### config.mk
export PLATFORM = sky130hd
export DESIGN_NAME = pileup_region_caller_top
export DESIGN_NICKNAME = d
export VERILOG_FILES = /design/src/design/prc_pkg.sv /design/src/design/prc_ctrl.sv /design/src/design/prc_track.sv /design/src/design/prc_mean.sv /design/src/design/pileup_region_caller_top.sv
export VERILOG_INCLUDE_DIRS = /design/src /design/src/design
export SDC_FILE = /design/constraint.sdc
export NUM_CORES = 1
export LEC_CHECK = 0
export ABC_AREA = 1
export ABC_CLOCK_PERIOD_IN_PS = 49900
export BUFFER_PORTS_ARGS = -buffer_cell sky130_fd_sc_hd__buf_2
export CAP_MARGIN = 20
export CORE_UTILIZATION = 50
export DETAILED_ROUTE_END_ITERATION = 10
export PLACE_DENSITY = 0.72
export RECOVER_POWER = 50
export SLEW_MARGIN = 0
export SYNTH_ARGS = -nofsm -noshare
export SYNTH_HDL_FRONTEND = slang
export SYNTH_SLANG_ARGS = --single-unit
### constraint.sdc
create_clock -name clk -period 49.9 [get_ports clk]
set_clock_uncertainty 0.2 [all_clocks]
set_input_delay 2.495 -clock clk [delete_from_list [all_inputs] [get_ports clk]]
set_output_delay 2.495 -clock clk [all_outputs]
set_load 0.05 [all_outputs]
### src/design/pileup_region_caller_top_defines.svh
// ----------------------------------------------------------------------------
// Pileup region caller assertion macros
// Shared concurrent assertion forms, clocked on clk and disabled in reset.
// ----------------------------------------------------------------------------
`ifndef PILEUP_REGION_CALLER_TOP_DEFINES_SVH
`define PILEUP_REGION_CALLER_TOP_DEFINES_SVH

// The consequent must hold in the same cycle as the antecedent.
`define PRC_ASSERT_SAME(lbl, ante, cons, msg) \
  lbl: assert property (@(posedge clk) disable iff (!rst_n) (ante) |-> (cons)) \
    else $error(msg);

// The consequent must hold in the cycle after the antecedent.
`define PRC_ASSERT_NEXT(lbl, ante, cons, msg) \
  lbl: assert property (@(posedge clk) disable iff (!rst_n) (ante) |=> (cons)) \
    else $error(msg);

`endif

### src/design/prc_pkg.sv
`timescale 1ns / 1ps
// ----------------------------------------------------------------------------
// Pileup region caller package
// Widths, reset values, register indexes, controller states and the command
// and status bundles shared by the modules of the region caller.
// ----------------------------------------------------------------------------
package prc_pkg;

  localparam int POS_BITS_DEF = 32;
  localparam int TOT_BITS_DEF = 48;

  localparam int COV_W  = 15;
  localparam int GAP_W  = 17;
  localparam int HITS_W = 15;
  localparam int MGAP_W = 16;
  localparam int CFG_W  = 16;
  localparam int IDX_W  = 1;
  localparam int OUT_POS_W  = 32;
  localparam int OUT_TOT_W  = 48;
  localparam int TENTHS_W   = 19;
  localparam int FRAC_W     = 4;

  localparam logic [COV_W-1:0]    COV_MAX        = 15'h7fff;
  localparam logic [GAP_W-1:0]    GAP_MAX        = 17'h1ffff;
  localparam logic [HITS_W-1:0]   MIN_HITS_RST   = 15'd50;
  localparam logic [MGAP_W-1:0]   MAX_GAP_RST    = 16'd20;
  localparam logic [TENTHS_W-1:0] TENTHS_SAT     = 19'd327670;

  localparam logic [IDX_W-1:0] REG_MIN_HITS = 1'b0;
  localparam logic [IDX_W-1:0] REG_MAX_GAP  = 1'b1;

  typedef enum logic [2:0] {
    ST_IDLE,
    ST_QUO,
    ST_FLOAD,
    ST_FRAC,
    ST_HOLD
  } state_t;

  typedef struct packed {
    logic take;
    logic load;
    logic quo_step;
    logic frac_init;
    logic frac_step;
    logic out_load;
  } cmd_t;

  typedef struct packed {
    logic emit;
    logic quo_last;
    logic frac_last;
    logic out_free;
  } sts_t;

endpackage

### src/design/prc_ctrl.sv
`timescale 1ns / 1ps
// ----------------------------------------------------------------------------
// Pileup region caller controller
// Sequences item intake, the two division passes and the result hand-off.
// ----------------------------------------------------------------------------
module prc_ctrl
  import prc_pkg::*;
(
  input  logic clk,
  input  logic rst_n,
  input  logic in_valid,
  output logic in_ready,
  input  sts_t sts,
  output cmd_t cmd
);

  state_t state_r, state_nxt;

  always_ff @(posedge clk) begin
    if (!rst_n) begin
      state_r <= ST_IDLE;
    end else begin
      state_r <= state_nxt;
    end
  end

  always_comb begin
    state_nxt = state_r;
    case (state_r)
      ST_IDLE: begin
        if (in_valid && sts.emit) state_nxt = ST_QUO;
      end
      ST_QUO: begin
        if (sts.quo_last) state_nxt = ST_FLOAD;
      end
      ST_FLOAD: begin
        state_nxt = ST_FRAC;
      end
      ST_FRAC: begin
        if (sts.frac_last) state_nxt = ST_HOLD;
      end
      ST_HOLD: begin
        if (sts.out_free) state_nxt = ST_IDLE;
      end
      default: begin
        state_nxt = ST_IDLE;
      end
    endcase
  end

  always_comb begin
    in_ready      = 1'b0;
    cmd           = '0;
    case (state_r)
      ST_IDLE: begin
        in_ready = 1'b1;
        cmd.take = in_valid;
        cmd.load = in_valid && sts.emit;
      end
      ST_QUO: begin
        cmd.quo_step = 1'b1;
      end
      ST_FLOAD: begin
        cmd.frac_init = 1'b1;
      end
      ST_FRAC: begin
        cmd.frac_step = 1'b1;
      end
      ST_HOLD: begin
        cmd.out_load = sts.out_free;
      end
      default: begin
        in_ready = 1'b0;
      end
    endcase
  end

endmodule

### src/design/prc_track.sv
`timescale 1ns / 1ps
// ----------------------------------------------------------------------------
// Pileup region caller region tracker
// Holds the configuration, the base position and the open region, and
// presents the region fields to be emitted with the current base.
// ----------------------------------------------------------------------------
module prc_track
  import prc_pkg::*;
#(
  parameter int POSITION_BITS = POS_BITS_DEF,
  parameter int TOTAL_BITS    = TOT_BITS_DEF
) (
  input  logic                     clk,
  input  logic                     rst_n,
  input  logic                     cfg_we,
  input  logic [IDX_W-1:0]         cfg_index,
  input  logic [CFG_W-1:0]         cfg_wdata,
  input  logic [COV_W-1:0]         in_coverage,
  input  logic                     in_last_base,
  input  cmd_t                     cmd,
  output logic                     emit,
  output logic [POSITION_BITS-1:0] emit_start,
  output logic [POSITION_BITS-1:0] emit_end,
  output logic [COV_W-1:0]         emit_min,
  output logic [COV_W-1:0]         emit_max,
  output logic [TOTAL_BITS-1:0]    emit_total
);

  logic [HITS_W-1:0]        min_hits_r;
  logic [MGAP_W-1:0]        max_gap_r;
  logic [POSITION_BITS-1:0] pos_r;
  logic                     in_region_r;
  logic [POSITION_BITS-1:0] start_r;
  logic [POSITION_BITS-1:0] end_r;
  logic [COV_W-1:0]         min_r;
  logic [COV_W-1:0]         max_r;
  logic [TOTAL_BITS-1:0]    total_r;
  logic [GAP_W-1:0]         gap_r;

  logic                     covered;
  logic                     gap_close;
  logic                     clear;
  logic [GAP_W-1:0]         gap_inc;
  logic [TOTAL_BITS:0]      sum;
  logic [POSITION_BITS-1:0] pos_inc;

  logic                     in_region_nxt;
  logic [POSITION_BITS-1:0] start_nxt;
  logic [POSITION_BITS-1:0] end_nxt;
  logic [COV_W-1:0]         min_nxt;
  logic [COV_W-1:0]         max_nxt;
  logic [TOTAL_BITS-1:0]    total_nxt;
  logic [GAP_W-1:0]         gap_nxt;

  assign pos_inc = pos_r + POSITION_BITS'(1);
  assign covered = in_coverage >= min_hits_r;
  assign gap_inc = (gap_r < GAP_MAX) ? gap_r + GAP_W'(1) : gap_r;
  assign sum     = {1'b0, total_r} + (TOTAL_BITS+1)'(in_coverage);

  always_comb begin
    in_region_nxt = in_region_r;
    start_nxt     = start_r;
    end_nxt       = end_r;
    min_nxt       = min_r;
    max_nxt       = max_r;
    total_nxt     = total_r;
    gap_nxt       = gap_r;
    gap_close     = 1'b0;
    if (covered) begin
      if (!in_region_r) start_nxt = pos_r;
      end_nxt       = pos_inc;
      if (in_coverage < min_r) min_nxt = in_coverage;
      if (in_coverage > max_r) max_nxt = in_coverage;
      total_nxt     = sum[TOTAL_BITS] ? {TOTAL_BITS{1'b1}} : sum[TOTAL_BITS-1:0];
      in_region_nxt = 1'b1;
      gap_nxt       = '0;
    end else if (in_region_r) begin
      gap_nxt   = gap_inc;
      gap_close = gap_inc > {1'b0, max_gap_r};
    end
  end

  // The emitted fields are the region after this base, before any clearing.
  assign emit       = gap_close || (in_last_base && in_region_nxt);
  assign clear      = gap_close || in_last_base;
  assign emit_start = start_nxt;
  assign emit_end   = end_nxt;
  assign emit_min   = min_nxt;
  assign emit_max   = max_nxt;
  assign emit_total = total_nxt;

  always_ff @(posedge clk) begin
    if (!rst_n) begin
      min_hits_r <= MIN_HITS_RST;
      max_gap_r  <= MAX_GAP_RST;
    end else if (cfg_we) begin
      case (cfg_index)
        REG_MIN_HITS: min_hits_r <= cfg_wdata[HITS_W-1:0];
        REG_MAX_GAP:  max_gap_r  <= cfg_wdata[MGAP_W-1:0];
        default: begin
          min_hits_r <= min_hits_r;
        end
      endcase
    end
  end

  always_ff @(posedge clk) begin
    if (!rst_n) begin
      pos_r       <= '0;
      in_region_r <= 1'b0;
      start_r     <= '0;
      end_r       <= '0;
      min_r       <= COV_MAX;
      max_r       <= '0;
      total_r     <= '0;
      gap_r       <= '0;
    end else if (cmd.take) begin
      pos_r <= in_last_base ? '0 : pos_inc;
      if (clear) begin
        in_region_r <= 1'b0;
        start_r     <= '0;
        end_r       <= '0;
        min_r       <= COV_MAX;
        max_r       <= '0;
        total_r     <= '0;
        gap_r       <= '0;
      end else begin
        in_region_r <= in_region_nxt;
        start_r     <= start_nxt;
        end_r       <= end_nxt;
        min_r       <= min_nxt;
        max_r       <= max_nxt;
        total_r     <= total_nxt;
        gap_r       <= gap_nxt;
      end
    end
  end

endmodule

### src/design/prc_mean.sv
`timescale 1ns / 1ps
// ----------------------------------------------------------------------------
// Pileup region caller mean unit
// Captures an emitted region, divides its total by its span one quotient bit
// per cycle, rounds the tenths digit and holds the result beat.
// ----------------------------------------------------------------------------
module prc_mean
  import prc_pkg::*;
#(
  parameter int POSITION_BITS = POS_BITS_DEF,
  parameter int TOTAL_BITS    = TOT_BITS_DEF
) (
  input  logic                     clk,
  input  logic                     rst_n,
  input  cmd_t                     cmd,
  input  logic [POSITION_BITS-1:0] emit_start,
  input  logic [POSITION_BITS-1:0] emit_end,
  input  logic [COV_W-1:0]         emit_min,
  input  logic [COV_W-1:0]         emit_max,
  input  logic [TOTAL_BITS-1:0]    emit_total,
  output logic                     quo_last,
  output logic                     frac_last,
  output logic                     out_free,
  output logic                     out_valid,
  input  logic                     out_ready,
  output logic [OUT_POS_W-1:0]     out_region_start,
  output logic [OUT_POS_W-1:0]     out_region_end,
  output logic [COV_W-1:0]         out_mean_floor,
  output logic [TENTHS_W-1:0]      out_mean_tenths,
  output logic [COV_W-1:0]         out_min_coverage,
  output logic [COV_W-1:0]         out_max_coverage,
  output logic [OUT_TOT_W-1:0]     out_total_coverage
);

  localparam int CNT_W  = $clog2(TOTAL_BITS);
  localparam int SPAN_W = POSITION_BITS + 1;
  localparam int V_W    = POSITION_BITS + 5;

  logic [POSITION_BITS-1:0] start_r;
  logic [POSITION_BITS-1:0] end_r;
  logic [COV_W-1:0]         min_r;
  logic [COV_W-1:0]         max_r;
  logic [TOTAL_BITS-1:0]    tot_r;
  logic [TOTAL_BITS-1:0]    dvd_r;
  logic [SPAN_W-1:0]        rem_r;
  logic [FRAC_W-1:0]        frac_r;
  logic [CNT_W-1:0]         cnt_r;
  logic                     out_valid_r;

  logic [POSITION_BITS-1:0] span_lo;
  logic [SPAN_W-1:0]        span;
  logic                     next_bit;
  logic [SPAN_W:0]          shifted;
  logic [SPAN_W:0]          diff;
  logic                     qbit;
  logic [SPAN_W-1:0]        rem_step;
  logic [V_W-1:0]           frac_num;
  logic [COV_W-1:0]         q15;
  logic                     sat;
  logic [TENTHS_W-1:0]      tenths;

  // A span of zero modulo the position range stands for the full range.
  assign span_lo = end_r - start_r;
  assign span    = {span_lo == '0, span_lo};

  // One restoring division step, shared by the quotient and tenths passes.
  assign next_bit = cmd.frac_step ? frac_r[FRAC_W-1] : dvd_r[TOTAL_BITS-1];
  assign shifted  = {rem_r, next_bit};
  assign diff     = shifted - {1'b0, span};
  assign qbit     = shifted >= {1'b0, span};
  assign rem_step = qbit ? diff[SPAN_W-1:0] : shifted[SPAN_W-1:0];

  // Ten times the remainder plus half the span; its quotient is at most ten.
  assign frac_num = V_W'({rem_r, 3'b000}) + V_W'({rem_r, 1'b0}) + V_W'(span >> 1);

  assign q15    = dvd_r[COV_W-1:0];
  assign sat    = (|dvd_r[TOTAL_BITS-1:COV_W]) || (q15 == COV_MAX);
  assign tenths = TENTHS_W'({q15, 3'b000}) + TENTHS_W'({q15, 1'b0}) + TENTHS_W'(frac_r);

  assign quo_last  = cnt_r == CNT_W'(TOTAL_BITS - 1);
  assign frac_last = cnt_r == CNT_W'(FRAC_W - 1);
  assign out_free  = !out_valid_r || out_ready;
  assign out_valid = out_valid_r;

  always_ff @(posedge clk) begin
    if (cmd.load) begin
      start_r <= emit_start;
      end_r   <= emit_end;
      min_r   <= emit_min;
      max_r   <= emit_max;
      tot_r   <= emit_total;
      dvd_r   <= emit_total;
      rem_r   <= '0;
    end else if (cmd.quo_step) begin
      dvd_r <= {dvd_r[TOTAL_BITS-2:0], qbit};
      rem_r <= rem_step;
    end else if (cmd.frac_init) begin
      rem_r  <= frac_num[V_W-1:FRAC_W];
      frac_r <= frac_num[FRAC_W-1:0];
    end else if (cmd.frac_step) begin
      frac_r <= {frac_r[FRAC_W-2:0], qbit};
      rem_r  <= rem_step;
    end
  end

  always_ff @(posedge clk) begin
    if (!rst_n) begin
      cnt_r <= '0;
    end else if (cmd.load || cmd.frac_init) begin
      cnt_r <= '0;
    end else if (cmd.quo_step || cmd.frac_step) begin
      cnt_r <= cnt_r + CNT_W'(1);
    end
  end

  always_ff @(posedge clk) begin
    if (!rst_n) begin
      out_valid_r <= 1'b0;
    end else if (cmd.out_load) begin
      out_valid_r <= 1'b1;
    end else if (out_ready) begin
      out_valid_r <= 1'b0;
    end
  end

  always_ff @(posedge clk) begin
    if (cmd.out_load) begin
      out_region_start   <= OUT_POS_W'(start_r);
      out_region_end     <= OUT_POS_W'(end_r);
      out_mean_floor     <= sat ? COV_MAX : q15;
      out_mean_tenths    <= sat ? TENTHS_SAT : tenths;
      out_min_coverage   <= min_r;
      out_max_coverage   <= max_r;
      out_total_coverage <= OUT_TOT_W'(tot_r);
    end
  end

endmodule

### src/design/pileup_region_caller_top.sv
`timescale 1ns / 1ps
// Rate: bases that close no region are taken at one base per cycle.
// A base that closes a region makes the block busy until its result is loaded,
// through the one-bit-per-cycle divider: TOTAL_BITS quotient steps, one setup,
// four tenths steps and one load of the output register (plus any stall there).
// Reset is synchronous and active low: it clears the region, the base position
// and the output beat, and sets min_hits to 50 and max_gap to 20.
// ----------------------------------------------------------------------------
// Pileup region caller top level
// Calls high-coverage regions in a per-base coverage stream and reports each
// region's extent, floor mean, mean in tenths, minimum, maximum and total.
// ----------------------------------------------------------------------------
`include "pileup_region_caller_top_defines.svh"

module pileup_region_caller_top
  import prc_pkg::*;
#(
  parameter int POSITION_BITS = POS_BITS_DEF,
  parameter int TOTAL_BITS    = TOT_BITS_DEF
) (
  input  logic                 clk,
  input  logic                 rst_n,
  input  logic                 cfg_we,
  input  logic [IDX_W-1:0]     cfg_index,
  input  logic [CFG_W-1:0]     cfg_wdata,
  input  logic                 in_valid,
  output logic                 in_ready,
  input  logic [COV_W-1:0]     in_coverage,
  input  logic                 in_last_base,
  output logic                 out_valid,
  input  logic                 out_ready,
  output logic [OUT_POS_W-1:0] out_region_start,
  output logic [OUT_POS_W-1:0] out_region_end,
  output logic [COV_W-1:0]     out_mean_floor,
  output logic [TENTHS_W-1:0]  out_mean_tenths,
  output logic [COV_W-1:0]     out_min_coverage,
  output logic [COV_W-1:0]     out_max_coverage,
  output logic [OUT_TOT_W-1:0] out_total_coverage
);

  // The controller only drives in_ready and the command bits; the tracker and the mean unit
  // report back through the status bundle.
  cmd_t cmd;
  sts_t sts;

  // Region fields as they stand after the current base, captured by the
  // mean unit on the beat that closes a region.
  logic [POSITION_BITS-1:0] emit_start;
  logic [POSITION_BITS-1:0] emit_end;
  logic [COV_W-1:0]         emit_min;
  logic [COV_W-1:0]         emit_max;
  logic [TOTAL_BITS-1:0]    emit_total;

  prc_ctrl u_ctrl (
    .clk      (clk),
    .rst_n    (rst_n),
    .in_valid (in_valid),
    .in_ready (in_ready),
    .sts      (sts),
    .cmd      (cmd)
  );

  prc_track #(
    .POSITION_BITS (POSITION_BITS),
    .TOTAL_BITS    (TOTAL_BITS)
  ) u_track (
    .clk          (clk),
    .rst_n        (rst_n),
    .cfg_we       (cfg_we),
    .cfg_index    (cfg_index),
    .cfg_wdata    (cfg_wdata),
    .in_coverage  (in_coverage),
    .in_last_base (in_last_base),
    .cmd          (cmd),
    .emit         (sts.emit),
    .emit_start   (emit_start),
    .emit_end     (emit_end),
    .emit_min     (emit_min),
    .emit_max     (emit_max),
    .emit_total   (emit_total)
  );

  // The output register lets the next bases stream in while a result beat
  // waits; only a second closing region waits for the first to be taken.
  prc_mean #(
    .POSITION_BITS (POSITION_BITS),
    .TOTAL_BITS    (TOTAL_BITS)
  ) u_mean (
    .clk                (clk),
    .rst_n              (rst_n),
    .cmd                (cmd),
    .emit_start         (emit_start),
    .emit_end           (emit_end),
    .emit_min           (emit_min),
    .emit_max           (emit_max),
    .emit_total         (emit_total),
    .quo_last           (sts.quo_last),
    .frac_last          (sts.frac_last),
    .out_free           (sts.out_free),
    .out_valid          (out_valid),
    .out_ready          (out_ready),
    .out_region_start   (out_region_start),
    .out_region_end     (out_region_end),
    .out_mean_floor     (out_mean_floor),
    .out_mean_tenths    (out_mean_tenths),
    .out_min_coverage   (out_min_coverage),
    .out_max_coverage   (out_max_coverage),
    .out_total_coverage (out_total_coverage)
  );

  // A closing beat starts the divider, so intake must stop at once.
  `PRC_ASSERT_NEXT(a_busy_after_load, cmd.load, !in_ready, "intake open during division")

  // Division steps never overlap with intake.
  `PRC_ASSERT_SAME(a_no_step_idle, in_ready, !(cmd.quo_step || cmd.frac_step || cmd.frac_init),
    "divider stepping while idle")

  // Loading the result register always presents a beat.
  `PRC_ASSERT_NEXT(a_load_shows, cmd.out_load, out_valid, "result load without valid beat")

  // The tenths figure lies within one unit of ten times the floor mean.
  `PRC_ASSERT_SAME(a_tenths_range, out_valid,
    (out_mean_tenths >= 19'(out_mean_floor) * 19'd10) &&
    (out_mean_tenths <= 19'(out_mean_floor) * 19'd10 + 19'd10),
    "mean tenths inconsistent with floor mean")

endmodule
==> results of run 1 <==
layout by cell type, fill, tap and decap left out, types with 8 or more instances in the layout:
master,synthesis,routed
a21o_1,13,13
a21oi_1,440,440
a22oi_1,8,8
a31oi_1,20,20
buf_2,16,37
buf_4,10,11
clkbuf_1,83,198
clkbuf_16,0,71
clkinv_1,3,9
clkinv_2,0,13
dfxtp_1,266,266
edfxtp_1,370,370
fa_1,35,35
ha_1,209,209
inv_1,476,476
nand2_1,1041,1039
nand2_2,12,13
nand3_1,134,134
nand3b_1,16,16
nand4_1,51,51
nor2_1,291,290
nor3_1,54,53
nor4_1,18,18
o211ai_1,44,44
o21a_1,13,13
o21ai_0,291,291
o21ai_1,8,8
or2_2,27,27
xnor2_1,37,37
xor2_1,87,87
sequential cells by signal, summed over array words and instances, names as in the netlist, 16 cells and up:
name,cells
u_mean.out_total_coverage,48
u_mean.out_mean_tenths,19
u_mean.tot_r,48
u_track.pos_r,32
u_mean.start_r,32
u_track.total_r,48
u_track.start_r,32
u_mean.dvd_r,48
u_track.max_gap_r,16
u_track.end_r,32
u_track.gap_r,17
u_mean.out_region_end,32
u_mean.rem_r,33
u_mean.end_r,32
u_mean.out_region_start,32
final timing paths:
path,slack (ns),cells past startpoint,to,startpoint
max,39.23,5,u_mean.out_total_coverage[45]$_DFFE_PP_,out_ready
min,0.21,0,u_mean.out_min_coverage[2]$_DFFE_PP_,u_mean.min_r[2]$_DFFE_PP_
min reg2reg,0.21,0,u_mean.out_min_coverage[2]$_DFFE_PP_,u_mean.min_r[2]$_DFFE_PP_
max reg2reg,40.83,5,u_mean.out_total_coverage[45]$_DFFE_PP_,u_mean.out_valid$_SDFFE_PN0P_
routing by layer:
metal / GRT usage / share of wire
met4: 0.0680 / 0.020
met2: 0.419 / 0.44
met1: 0.395 / 0.45
met5: 0 / 0.00031
met3: 0.0504 / 0.084
layout make-up:
cell class                 count  area [um^2]  share of cell area
timing repair buffer         233          995              0.0255
multi-input combinational   2923        16300               0.417
clock buffer                  91         1900              0.0488
sequential                   636        16400               0.422
clock inverter                36          383             0.00982
tap                          931         1160              0.0299
inverter                     487         1840              0.0472
stage by stage:
stage / area, um^2 / util
after floorplan: 35100 / -
after global routing: 39000 / 0.565
after detailed placement: 36900 / 0.536
after CTS: 39200 / 0.569
final: 39000 / 0.565
after global placement: 36900 / 0.535
power by group through the flow:
stage	clock [mW]	combinational [mW]	sequential (mW)
global route	0.540	0.739	0.631
floorplan	0	0.475	0.625
CTS	0.521	0.652	0.627
finish	0.513	0.667	0.628
detailed placement	0	0.647	0.638
global placement	0	0.646	0.638
cells by family after synthesis:
| group | share of synthesized area |
|---|---|
| compound gates | 0.136 |
| xor+xnor | 0.0310 |
| fa+ha+maj | 0.0946 |
| buf+inv | 0.0684 |
| flops | 0.469 |
| mux | 0.00193 |
| simple gates | 0.200 |
critical path: cells and delay by family:
family | cells | cell delay, ns
buffers and inverters | 3 | 7.42
and+or+nand+nor | 2 | 0.26
==> results.md, run 1 <==
- Initial Util: 0.509
- Core box area: 0.0689 mm^2
- Final min period: 10.67 ns
- Worst EP arrival: 10.39 ns
- Slew HR: -5.85
- CTS tree: done
- VDD IR max: 26.6 uV
- Final setup violation count: 0
- Worst Max-Slew Pin Slew: 10.28 ns
- Final Hold Vio Count: 0
- Period Utilization, post-route: 0.214
- Cell taking the most area after synthesis: edfxtp_1
- Via count: 29,380
- Hold slack: 0.214 ns
- Bufs on Longest Clock Path: 3
- Post-synth EDFFs: 370
- I/O pin cnt: 216
- Final Instance Count excl. Fillers: 5,337
- Final Power: 1.81 mW
- Leakage dissipation: 15.4 nW
- Area fraction of the dominant cell type after synthesis: 0.317
- Number of port buffers: 215
- Number of vias per cell: 5.50
- Setup crit start kind: input pin
- Die Span X: 267 um
- Clock share of power: 0.284
- Grt ovf: 0
- Internal power: 1.10 mW
- Pin count of the biggest net entering global routing: 178
- DIE AREA: 0.0712 mm^2
- Die height: 267 um
- RSZ-0062 raised after global routing: false
- Net Sw Power: 0.705 mW
- Crit path max fanout: 177
- DRT iter0 DRCs: 2,724
- Synthesized netlist cell count: 4,167
- PostCTS Resize Cnt: 0
- Sequential area share after synthesis: 0.469
- Sum of negative setup slack: 0 ns
- Routability cong.: 1.00
- WL per Instance: 18.5 um
- Pre-CTS WS: 42.75 ns
- Fill count: 6,315
- Worst hold path type: register to register
- Post-synth top flop: edfxtp_1
- Syn Nets: 4,449
- Total wire length: 99,000 um
- Clock-pin slew on the worst setup and hold paths: 0.06 ns
- Hpwl dp: 72,300 um
- Layout cell share with drive strength beyond 1: 0.0558
- Post-synthesis cell area: 0.0351 mm^2
- Distinct cells, synth: 62
- Maximum capacitance violations: 5
- Row cnt: 96
- Worst path required time: 49.62 ns
- Root Driver: clkbuf_16
- Max frequency: 0.0937 GHz
- Clk sinks: 636
- Power per cell area: 46.4 mW/mm^2
- DRC Markers: 0
- Post-synth ARST share: 0
- Synth cell count leaders: nand2_1, inv_1, a21oi_1
- CP endpoint kind: register
- Register share of total power: 0.347
- Initial antenna violation count: 2
- Critical path class: input pin to register
- Clock Latency Late Sink: 0.64 ns
- Number of warnings issued by yosys: 0
- Max H-tree Level: 3
- Most frequent CP cell: clkbuf_1
- Inst Count DP: 5,209
- Mean area per synthesized cell: 8.42 um^2
- DR pass1 iterations: 6
- Via count of the first global-routing pass: 26,902
- Area contributors post-synth: edfxtp_1, dfxtp_1, nand2_1
- Status: finished with violations
- Post-CTS setup repair buffer count: 0
- Area growth from synthesis to layout: 11.1%
- Nets@finish: 4,632
- Switching Fraction: 0.390
- Hold-fix buffers, CTS: 0
- CP max stage delay: 7.12 ns
- Failing checks: capacitance limit, slew limit
- Total CTS buffers: 69
- GRT Util Overall: 0.273
- Antenna diodes: 0
- Comb pwr share: 0.369
- CP cell instances: buf_2 > nor2_1 > clkbuf_1 > nor4_1 > clkbuf_1
- Seq cells post-synth: 636
- Worst setup margin: 39.23 ns
- Slew Limit Fails: 455
- Global-route wire length before repair: 152,000 um
- ANT nets after route: 0
- Most instantiated library cell after synthesis: nand2_1
- Crit-path slowest cell: clkbuf_1
(Power assumes the default switching activity.)
==> inputs of run 2 (changes only) <==
--- a/config.mk
+++ b/config.mk
@@ -7,12 +7,12 @@
 export NUM_CORES = 1
 export LEC_CHECK = 0
 export ABC_AREA = 1
-export ABC_CLOCK_PERIOD_IN_PS = 49900
+export ABC_CLOCK_PERIOD_IN_PS = 9220
 export BUFFER_PORTS_ARGS = -buffer_cell sky130_fd_sc_hd__buf_2
 export CAP_MARGIN = 20
 export CORE_UTILIZATION = 50
 export DETAILED_ROUTE_END_ITERATION = 10
-export PLACE_DENSITY = 0.72
+export PLACE_DENSITY = 0.74
 export RECOVER_POWER = 50
 export SLEW_MARGIN = 0
 export SYNTH_ARGS = -nofsm -noshare
==> constraint.sdc (replaced) <==
create_clock -name clk -period 9.22 [get_ports clk]
set_clock_uncertainty 0.2 [all_clocks]
set_input_delay 0.461 -clock clk [delete_from_list [all_inputs] [get_ports clk]]
set_output_delay 0.461 -clock clk [all_outputs]
set_load 0.05 [all_outputs]
==> run 2 against run 1 <==
Against the previous run:
- the run still ends with capacitance limit, slew limit left
- die area unchanged
- wire length decreased by 0.57%
- utilization increased by 0.30 points
- register-to-register slack got worse by 39 ns
- via count increased by 1.3%
- non-clock buffer count increased by 18
- worst hold slack got worse by 0.18 ns
- sequential share of layout area decreased by 0.22 points
- largest cell class unchanged
==> results.md, run 2 (same netlist as run 1, synthesis figures left out) <==
- Initial antenna violation count: 2 (unchanged)
- Leading cell type in the layout, fill and taps excluded: nand2_1 (unchanged)
- Power per cell area: 251 mW/mm^2 (was 46.4 mW/mm^2)
- Nets@finish: 4,650 (was 4,632)
- CP max stage delay: 1.47 ns (was 7.12 ns)
- Number of vias per cell: 5.56 (was 5.50)
- Crit path max fanout: 149 (was 177)
- Final Power: 9.85 mW (was 1.81 mW)
- CP endpoint kind: register (unchanged)
- Final min period: 6.95 ns
- Initial Util: 0.509 (unchanged)
- Critical path class: register to register (was input pin to register)
- Worst path required time: 9.38 ns (was 49.62 ns)
- Fill count: 6,304 (was 6,315)
- Worst EP arrival: 7.10 ns (was 10.39 ns)
- WHS Path Cells: 3 (was 0)
- CP cell instances: nor2_1 > inv_1 > nor2_1 > nand2_1 > inv_1 > nand2_1 > inv_8 > buf_4 > o21ai_0 (was buf_2 > nor2_1 > clkbuf_1 > nor4_1 > clkbuf_1)
- Slew HR: -1.93 (was -5.85)
- PostCTS Resize Cnt: 0 (unchanged)
- Status: finished with violations (unchanged)
- Number of port buffers: 215 (unchanged)
- Routability cong.: 0.999 (was 1.00)
- Root Driver: clkbuf_16 (unchanged)
- Sum of negative setup slack: 0 ns (unchanged)
- GRT Util Overall: 0.273 (about the same)
- Failing checks: capacitance limit, slew limit (unchanged)
- Bufs and invs on worst path: 4 (was 3)
- Max H-tree Level: 3 (unchanged)
- Crit-path slowest cell: inv_1 (was clkbuf_1)
- Clock-pin slew on the worst setup and hold paths: 0.06 ns (about the same)
- RSZ-0062 raised after global routing: false (unchanged)
- Largest delay share family, worst path: buffers and inverters (unchanged)
- Layout cell share with drive strength beyond 1: 0.0558 (about the same)
- Clk sinks: 636 (unchanged)
- R2R Path Start: u_ctrl.state_r[2]$_SDFFE_PN0P_ (was u_mean.out_valid$_SDFFE_PN0P_)
- Worst hold path type: input pin to register (was register to register)
- Hpwl dp: 72,200 um (was 72,300 um)
- Area growth from synthesis to layout: 11.7% (was 11.1%)
- Post-route cell area: 0.0392 mm^2 (was 0.0390 mm^2)
- Clock Latency Late Sink: 0.64 ns (about the same)
- Pin count of the biggest net entering global routing: 150 (was 178)
- Maximum capacitance violations: 8 (was 5)
- Global-route wire length before repair: 151,000 um (was 152,000 um)
- Bufs on Longest Clock Path: 3 (unchanged)
- Worst Max-Slew Pin Slew: 4.40 ns (was 10.28 ns)
- Hold endpoint: u_track.min_hits_r[1]$_SDFFE_PN1P_ (was u_mean.out_min_coverage[2]$_DFFE_PP_)
- Setup crit start kind: register (was input pin)
- Hold-fix buffers, CTS: 16 (was 0)
- Die height: 267 um (unchanged)
- Grt ovf: 0 (unchanged)
- Placed cell area: 0.0369 mm^2 (unchanged)
- Hold_sp: cfg_index (was u_mean.min_r[2]$_DFFE_PP_)
- Die Span X: 267 um (unchanged)
- Final setup violation count: 0 (unchanged)
- ANT nets after route: 0 (unchanged)
- Row cnt: 96 (unchanged)
- Most frequent cells in the layout: nand2_1, inv_1, a21oi_1 (unchanged)
- Antenna diodes: 0 (unchanged)
- Total CTS buffers: 69 (unchanged)
- DRT iter0 DRCs: 3,177 (was 2,724)
- Period Utilization, post-route: 0.753
- Post-CTS setup repair buffer count: 0 (unchanged)
- Hold slack: 0.0333 ns (was 0.214 ns)
- Final Hold Vio Count: 0 (unchanged)
- Reg2reg path depth: 9 (was 5)
- Via count of the first global-routing pass: 27,469 (was 26,902)
- I/O pin cnt: 216 (unchanged)
- Via count: 29,764 (was 29,380)
- R2R setup slack: 2.27 ns (was 40.83 ns)
- CTS tree: done (unchanged)
- DIE AREA: 0.0712 mm^2 (unchanged)
- VDD IR max: 118 uV (was 26.6 uV)
- Max frequency: 0.144 GHz
- R2R Path End: u_mean.dvd_r[32]$_DFFE_PP_ (was u_mean.out_total_coverage[45]$_DFFE_PP_)
- WL per Instance: 18.4 um (was 18.5 um)
- DR pass1 iterations: 6 (unchanged)
- Slew Limit Fails: 503 (was 455)
- Leakage dissipation: 15.5 nW (was 15.4 nW)
- Core box area: 0.0689 mm^2 (unchanged)
- Total wire length: 98,400 um (was 99,000 um)
- DRC Markers: 0 (unchanged)
[run 2: worst reg2reg max path, cell delays in order (launching register included)]
cell	delay [ns]
dfxtp_1	0.36
nor2_1	0.12
inv_1	0.05
nor2_1	0.18
nand2_1	1.44
inv_1	1.49
nand2_1	0.94
inv_8	1.07
buf_4	0.63
o21ai_0	0.19
[run 2: metrics by stage]
| step | setup WS [ns] | utilization | cells |
|---|---|---|---|
| after floorplan | 2.32 | - | 4167 |
| after global placement | 3.25 | 0.536 | 5212 |
| after detailed placement | 3.10 | 0.536 | 5212 |
| after CTS | 3.04 | 0.572 | 5356 |
| after global routing | 1.61 | 0.568 | 5356 |
| final | 2.27 | 0.568 | 5356 |
[run 2: final cells by class]
type | count | area [um^2] | area share
Sequential cell | 636 | 16400 | 0.420
Multi-Input combinational cell | 2923 | 16200 | 0.415
Clock buffer | 95 | 1970 | 0.0502
Inverter | 487 | 1840 | 0.0470
Tap cell | 931 | 1160 | 0.0297
Timing Repair Buffer | 251 | 1130 | 0.0290
Clock inverter | 33 | 389 | 0.00993
[run 2: per-layer routing]
metal / GRT usage / part of all wire
met5: 0 / 0
met4: 0.0867 / 0.027
met3: 0.0518 / 0.088
met2: 0.426 / 0.45
met1: 0.381 / 0.44
[run 2: how the worst max path moves through the flow]
stage                                         from                                    to  slack [ns]  cells after the start
floorplan            u_mean.out_valid$_SDFFE_PN0P_  u_mean.out_max_coverage[0]$_DFFE_PP_        2.32                      3
global placement       u_mean.start_r[0]$_DFFE_PP_         u_mean.rem_r[31]$_SDFFE_PP0P_        3.25                     30
detailed placement   u_track.gap_r[0]$_SDFFE_PN0P_             u_mean.dvd_r[6]$_DFFE_PP_        3.10                     18
CTS                    u_mean.start_r[0]$_DFFE_PP_         u_mean.rem_r[11]$_SDFFE_PP0P_        3.04                     28
global route        u_ctrl.state_r[2]$_SDFFE_PN0P_            u_mean.dvd_r[32]$_DFFE_PP_        1.61                      9
finish              u_ctrl.state_r[2]$_SDFFE_PN0P_            u_mean.dvd_r[32]$_DFFE_PP_        2.27                      9
[run 2: power by group]
group / total (mW) / leakage [nW] / internal, mW / switching [mW]
combinational: 3.60 / 8.64 / 1.18 / 2.42
sequential: 3.41 / 5.67 / 3.19 / 0.219
clock: 2.84 / 1.14 / 1.64 / 1.20
total: 9.85 / 15.5 / 6.00 / 3.84
